--- config.mk ---
export PLATFORM = sky130hd
export DESIGN_NAME = utld_fifo
export DESIGN_NICKNAME = d
export VERILOG_FILES = /design/src/hdl/utld_fifo.sv
export SDC_FILE = /design/constraint.sdc
export NUM_CORES = 1
export LEC_CHECK = 0
export BUFFER_PORTS_ARGS = -buffer_cell sky130_fd_sc_hd__buf_2
export CAP_MARGIN = 30
export CORE_MARGIN = 3
export CORE_UTILIZATION = 59
export DETAILED_ROUTE_END_ITERATION = 10
export HOLD_SLACK_MARGIN = 0.06
export PLACE_DENSITY = 0.83
export SYNTH_ARGS = -nofsm -noshare
export SYNTH_HDL_FRONTEND = slang
export SYNTH_SLANG_ARGS = --single-unit
export TNS_END_PERCENT = 1
--- constraint.sdc ---
create_clock -name aclk -period 4.05 [get_ports aclk]
set_input_delay 0.2025 -clock aclk [delete_from_list [all_inputs] [get_ports aclk]]
set_output_delay 0.2025 -clock aclk [all_outputs]
set_load 0.1 [all_outputs]
--- src/hdl/utld_fifo.sv ---
module utld_fifo #(
    parameter int WIDTH = 8,
    parameter int DEPTH = 4
) (
    input  logic                       aclk,
    input  logic                       aresetn,
    input  logic                       push,
    input  logic [WIDTH-1:0]           wdata,
    input  logic                       pop,
    output logic [WIDTH-1:0]           rdata,
    output logic                       empty,
    output logic [$clog2(DEPTH+1)-1:0] level
);

    localparam int PTR_W = (DEPTH > 1) ? $clog2(DEPTH) : 1;
    localparam int LVL_W = $clog2(DEPTH + 1);

    logic [WIDTH-1:0] slot_reg [DEPTH];
    logic [PTR_W-1:0] wr_ptr_reg, wr_ptr_next;
    logic [PTR_W-1:0] rd_ptr_reg, rd_ptr_next;
    logic [LVL_W-1:0] level_reg, level_next;
    logic             do_pop;

    assign do_pop = pop && (level_reg != '0);

    // Pointer and fill level update.
    always_comb begin
        wr_ptr_next = wr_ptr_reg;
        rd_ptr_next = rd_ptr_reg;
        level_next  = level_reg;
        if (push) begin
            wr_ptr_next = (wr_ptr_reg == PTR_W'(DEPTH - 1)) ? '0 : wr_ptr_reg + 1'b1;
        end
        if (do_pop) begin
            rd_ptr_next = (rd_ptr_reg == PTR_W'(DEPTH - 1)) ? '0 : rd_ptr_reg + 1'b1;
        end
        if (push && !do_pop) begin
            level_next = level_reg + 1'b1;
        end else if (!push && do_pop) begin
            level_next = level_reg - 1'b1;
        end
    end

    always_ff @(posedge aclk) begin
        if (!aresetn) begin
            wr_ptr_reg <= '0;
            rd_ptr_reg <= '0;
            level_reg  <= '0;
        end else begin
            wr_ptr_reg <= wr_ptr_next;
            rd_ptr_reg <= rd_ptr_next;
            level_reg  <= level_next;
        end
    end

    // Entry storage.
    always_ff @(posedge aclk) begin
        if (push) begin
            slot_reg[wr_ptr_reg] <= wdata;
        end
    end

    assign rdata = slot_reg[rd_ptr_reg];
    assign empty = (level_reg == '0);
    assign level = level_reg;

endmodule

# Word-level counts from Yosys, hierarchy flattened
# Memories as Yosys holds them, arrays and structs flattened. A register that Yosys moved wholly into a read port is not among the register bits.
# Index checks and enable logic that the tools add are counted.
# word_totals
rom_bits,0
wordCells,26
latchBits,0
n_memories,1
mem_bits_rw,32
ff_bits,7
# classes
reduce_logical,8
mul,0
n_mux,8
bitwise_logic,0
div,0
addsub,4
order_cmp,0
shifts,0
eq_ne,2
# mem_list
name,depth,word_bits,read_ports,rd_clocked_by_memory_dff,wr,line_no,text
slot_reg,4,8,1,1,1,18,logic [WIDTH-1:0] slot_reg [DEPTH];
# ops
cell,n
$mux 2,4
$mux 3,2
$add 2x1->2 const B,2
$eq 2x2->1 const B,2
$add 3x1->3 const B,1
$logic_and 1x1->1,3
$logic_not 3->1,1
$reduce_bool 3->1,1
$sub 3x1->3 const B,1
$logic_not 1->1,2
$mux 1,2
$reduce_bool 2->1,1

# Depth between registers and ports, before layout
# Gate-level depths: netlist of run 1.
# depth
ltp_word,5
depth_mapped,7
ltp_nobuf,7

# Worst setup path after synthesis of run 1
# No wires, ideal clock.
# synth_path
kind,reg-to-output
from,"reg level_reg[0], in the netlist level[0]"
to,out empty
path_slack_ps,904
t_arrival_ps,2943
path_buffers,0
stages_incl_launch_ff,2
path_cell_list,dfxtp_1 -> nor3_1
# synth_between
elab_chain_cells,1
# synth_rtl
item,line_no,text
start: declaration,21,"logic [LVL_W-1:0] level_reg, level_next;"
start signal: assignment,52,level_reg <= level_next;
$logic_not 3->1,64,assign empty = (level_reg == '0);
end: declaration,11,"output logic empty,"
# No other way between the ends.

==> flow_summary.ini, run 1 <==
[power]
power.density_cell_area_nw_per_um2 = 694
total_power_uw = 1290
power.static_leakage_uw = 0.000687
vdd_drop_max_v = 0.000589

[synthesis]
postSynthRegisterBits = 41
avgSynthCellArea_um2 = 18.6
synthesized_cell_area_um2 = 1620
fraction_of_synthesis_flops_using_an_asynchronous_set_or_reset_pin_pct = 0
edff_count_synth = 32
post_synthesis_net_count = 106
synth.yosys.seq_area_share_pct = 70.4
syn_inst = 87
number_of_distinct_library_cell_variants_in_the_gate_level_netlist_after_synthesis = 21
yosys_warnings = 0
synth_ff_type = edfxtp_1

[clock_network]
numCtsBuffers = 5
clkLatencyLatePin_ns = 0.34
tritoncts = yes
clock_tree.root_cell = clkbuf_4
post-cts-setup-buffer-count = 0
clkTransAtPathRegs_ns = 0.11
cts_num_sinks = 41
htree_levels = 2
post_cts.resized_instances = 0
cts.path.max_buffers = 2

[global_routing]
grtUsageTotal_pct = 17.6
grt_pass1_vias = 839
antenna_violations_before_repair = 0
grt_max_degree = 13
total_grt_overflow = 0
grt_pass1_wl_um = 4170

[layout]
layout.cells.most_common = edfxtp_1
finalInstanceArea_um2 = 1860
fillCellCount = 171
largest_reg_flops = 32
num-nets-final = 139
antennaDiodeCount = 0
commonest_non_fill_non_tap_cells_in_the_layout = edfxtp_1 (32), buf_2 (23), dfxtp_1 (9)
final_layout_size_suffix_gt1_share_pct = 32.2
area_delta_synth_final_pct = 14.7
post_layout_util_pct = 73.1

[placed_design]
port_buffers = 23
gp_congestion = 0.651
postPlaceCellArea_um2 = 1760
place_hpwl_um = 1690

[timing]
final.period_utilization_pct = 52.1
fin_crit_ns = 2.11
slew_headroom_pct = 63.6
final.setup_skew_ns = 0.00390
max_freq_mhz = 474
final_hold_violation_count = 0
final_max_slew_violation_count = 0
timing.final.setup_violations = 0
finalHoldWorstSlack_ns = 0.0751
worst_slew_pin_slew_ns = 0.545
grt_setup_unrepaired = no
fin_setup_tns_ns = 0

[floorplanning]
coreArea_um2 = 2540
die_area_um2 = 3410
floorplan.die.width_um = 58.4
row_count = 18
initial_core_util_pct = 63.7
chip_height_um = 58.4
io_pins = 24

[critical_path]
required_ns = 3.85
crit_start_category = register
crit_end_element = output port
critical_path.max_fanout = 8
criticalPathCategory = reg -> out
cp_data_arrival_time_ns = 1.91
worstReg2RegStart = level[1]

[job]
drv_cap = 0

[route]
drc = 0
detailedRoute.firstIterationViolations = 25
detail_route.first_pass.iterations = 4
via_per_inst = 5.44
route.antenna.remaining_nets = 0
routed_wire_length_per_instance_um = 16.6
routed-via-count = 821
route.final.wire_length_um = 2510

[status]
run_status = completed

[min_path]
holdCritPathClass = in -> reg
worst_hold_startpoint = wdata[3]
==> metal layers <==
metal,global-route usage (%),wire length [um],vias to the layer above
met5,0,0,-
met1,22.0,1040,393
met2,27.9,1270,25
met4,6.95,46,0
met3,6.58,154,6
li1,-,-,397
==> worst max-delay path, cell delays in order, from the launching register on <==
cell and delay (ns):
dfxtp_1 0.68, mux4_2 0.58, buf_2 0.31
==> layout make-up <==
cell class	instances	area (um2)	share of cell area, %
multi-input cells	41	453	24.4
clock inverters	2	10.0	0.538
repair buffers	28	165	8.88
flip-flops and latches	41	1140	61.4
well taps	30	37.5	2.02
inverters	3	11.3	0.606
clock buffers	6	41.3	2.22
==> power breakdown <==
group,switching (uW),internal (uW)
Clock,122,66.2
Sequential,55.8,493
Combinational,420,133
Total,598,692
==> Yosys cell counts, types with 2 or more instances <==
cell,n,area share (%)
mux2i_1,3,1.9
o21ai_0,3,0.93
mux4_2,8,11
nand3_1,2,0.62
edfxtp_1,32,59
and2_1,5,1.9
ha_1,6,4.6
nor2_1,2,0.46
inv_1,3,0.69
nor2b_1,3,1.2
dfxtp_1,9,11
nand2_1,2,0.46
==> logic make-up (layout without fill, tap and decap cells) <==
kind of cell / after synthesis / after routing / synth area share, %
AO/OA/AOI/OAI: 5 / 5 / 2.70
XOR/XNOR: 2 / 2 / 1.08
adder cells (fa/ha/maj): 7 / 7 / 5.86
buffers and inverters: 5 / 39 / 1.70
flip-flops: 41 / 41 / 70.4
multiplexers: 11 / 11 / 13.0
AND/OR/NAND/NOR: 16 / 16 / 5.32
==> through the flow <==
step,instances,worst slack (ns)
2_1_floorplan,87,0.904
3_3_place_gp,138,2.07
3_5_place_dp,138,1.97
4_1_cts,149,1.89
5_1_grt,151,1.79
6_report,151,1.94
==> what timing repair did <==
| item | 4_1_cts | 5_1_grt |
|---|---|---|
| endpoints found under the hold margin | 12 | 8 |
| setup endpoints to repair | 0 | 0 |
| hold buffers | 3 | 2 |
==> worst paths after layout <==
check / slack, ns / end / cells past startpoint
max: 1.94 / rdata[1] / 2
min: 0.08 / slot_reg[2][3] / 1
max reg2reg: 1.96 / level[2] / 7
min reg2reg: 0.56 / level[2] / 2
Note: power is estimated with default switching activity, not from simulation.
==> inputs of run 2 (changes only) <==
--- a/config.mk
+++ b/config.mk
@@ -8,10 +8,10 @@
 export BUFFER_PORTS_ARGS = -buffer_cell sky130_fd_sc_hd__buf_2
 export CAP_MARGIN = 30
 export CORE_MARGIN = 3
-export CORE_UTILIZATION = 59
+export CORE_UTILIZATION = 55
 export DETAILED_ROUTE_END_ITERATION = 10
 export HOLD_SLACK_MARGIN = 0.06
-export PLACE_DENSITY = 0.83
+export PLACE_DENSITY = 0.78
 export SYNTH_ARGS = -nofsm -noshare
 export SYNTH_HDL_FRONTEND = slang
 export SYNTH_SLANG_ARGS = --single-unit
==> constraint.sdc (replaced) <==
create_clock -name aclk -period 2.08 [get_ports aclk]
set_input_delay 0.104 -clock aclk [delete_from_list [all_inputs] [get_ports aclk]]
set_output_delay 0.104 -clock aclk [all_outputs]
set_load 0.1 [all_outputs]
==> run 2 against run 1 <==
Against the previous run:
- sequential share of layout area decreased by 2.8 points
- register-to-register slack got worse by 1.9 ns
- non-clock buffer count grew 6
- final area grew 5.5%
- core utilization fell by 2.5 points
- clock-buffer cell count rose by 1
==> flow_summary.ini, run 2 (synthesis gave the netlist of run 1 again) <==
[job]
drv_cap = 0

[global_routing]
antenna_violations_before_repair = 0
grt_pass1_wl_um = 3880
total_grt_overflow = 0
grt_max_degree = 14
grtUsageTotal_pct = 15.9
grt_pass1_vias = 874

[layout]
commonest_non_fill_non_tap_cells_in_the_layout = edfxtp_1 (32), buf_2 (23), dlygate4sd3_1 (9)
fillCellCount = 193
layout.cells.most_common = edfxtp_1
num-nets-final = 145
area_delta_synth_final_pct = 21.0
seqCellArea_um2 = 1150
antennaDiodeCount = 0
total_area_of_multi_input_combinational_cells_um2 = 458
final_layout_size_suffix_gt1_share_pct = 36.2
largest_reg_flops = 32

[clock_network]
cts.path.max_buffers = 2
clkTransAtPathRegs_ns = 0.12
tritoncts = yes
htree_levels = 2
clkLatencyLatePin_ns = 0.35
clock_tree.root_cell = clkbuf_4
cts_num_sinks = 41
numCtsBuffers = 5
post_cts.resized_instances = 0

[route]
dr.max_layer_used = met4
drc = 0
route.antenna.remaining_nets = 0
drt-met1-wl_um = 999
via_per_inst = 5.35
route.final.wire_length_um = 2400
detail_route.first_pass.iterations = 4
wl_met3_um = 126
routed-via-count = 845
detailedRoute.firstIterationViolations = 35
routed_wire_length_per_instance_um = 15.2
met2_length_um = 1200

[timing]
grt_setup_unrepaired = no
finalHoldWorstSlack_ns = 0.139
final.setup.worst_slack_ns = 0.0923
worst_slew_pin_slew_ns = 0.489
timing.final.setup_violations = 0
slew_headroom_pct = 67.6
final.period_utilization_pct = 95.6
final.setup_skew_ns = 0.00927
final_max_slew_violation_count = 0
fin_crit_ns = 1.99
fin_setup_tns_ns = 0
final_hold_violation_count = 0
max_freq_mhz = 503

[floorplanning]
coreArea_um2 = 2780
row_count = 19
die_area_um2 = 3640
chip_height_um = 60.3
floorplan.die.width_um = 60.3
initial_core_util_pct = 58.3
io_pins = 24

[status]
run_status = completed

[critical_path]
critical_path.max_fanout = 5
cp_data_arrival_time_ns = 2.27
crit_end_element = register
criticalPathCategory = reg -> reg
crit_start_category = register
required_ns = 2.36

[power]
vdd_drop_max_v = 0.00167
power.static_leakage_uw = 0.000727
power.density_cell_area_nw_per_um2 = 1360

[min_path]
holdCritPathClass = in -> reg

[placed_design]
gp_congestion = 0.701
place_hpwl_um = 1670
port_buffers = 23
place_worst_setup_slack_ns = 0.0801
run 2: final timing paths:
check | startpoint | end | slack [ns] | cells past startpoint
worst min register to register | level[2] | level[2] | 0.53 | 2
worst max register to register | level[1] | level[2] | 0.09 | 7
worst max-delay path | level[1] | level[2] | 0.09 | 7
worst min-delay path | push | wr_ptr_reg[0] | 0.14 | 3
run 2: layer usage:
metal | track usage (%) | up-vias
met4 | 10.4 | 0
met2 | 25.5 | 21
met3 | 4.32 | 8
met5 | 0 | -
li1 | - | 409
met1 | 18.8 | 407
run 2: area by class of cell:
class / instances / area share, %
clock inverters: 1 / 0.383
well taps: 31 / 1.98
multi-input cells: 41 / 23.3
clock buffers: 7 / 3.89
repair buffers: 34 / 11.2
inverters: 3 / 0.574
flip-flops and latches: 41 / 58.6
run 2: repair_timing:
item | CTS | global route
buffers inserted | 0 | 0
hold buffers | 9 | 0
hold endpoints to repair | 34 | 0
run 2: power by group:
group          internal, uW  total (uW)  switching, uW
clock network           237         491            253
registers               969        1040           72.1
logic                   284        1140            856
total                  1490        2670           1180
run 2: worst max-delay path: stages, from the launching register on:
cell,delay (ns)
dfxtp_4,0.39
o31ai_4,0.25
ha_1,0.22
inv_1,0.06
fa_1,0.37
xor2_1,0.18
or3_1,0.31
a21boi_1,0.14
run 2: per-stage QoR:
stage	instance area (um2)	cells	total power, uW	util, %
floorplan	1640	87	2030	-
global placement	1790	141	2170	64.3
detailed placement	1790	141	2200	64.3
CTS	1960	158	2700	70.5
global route	1960	158	2800	70.5
finish	1960	158	2670	70.5
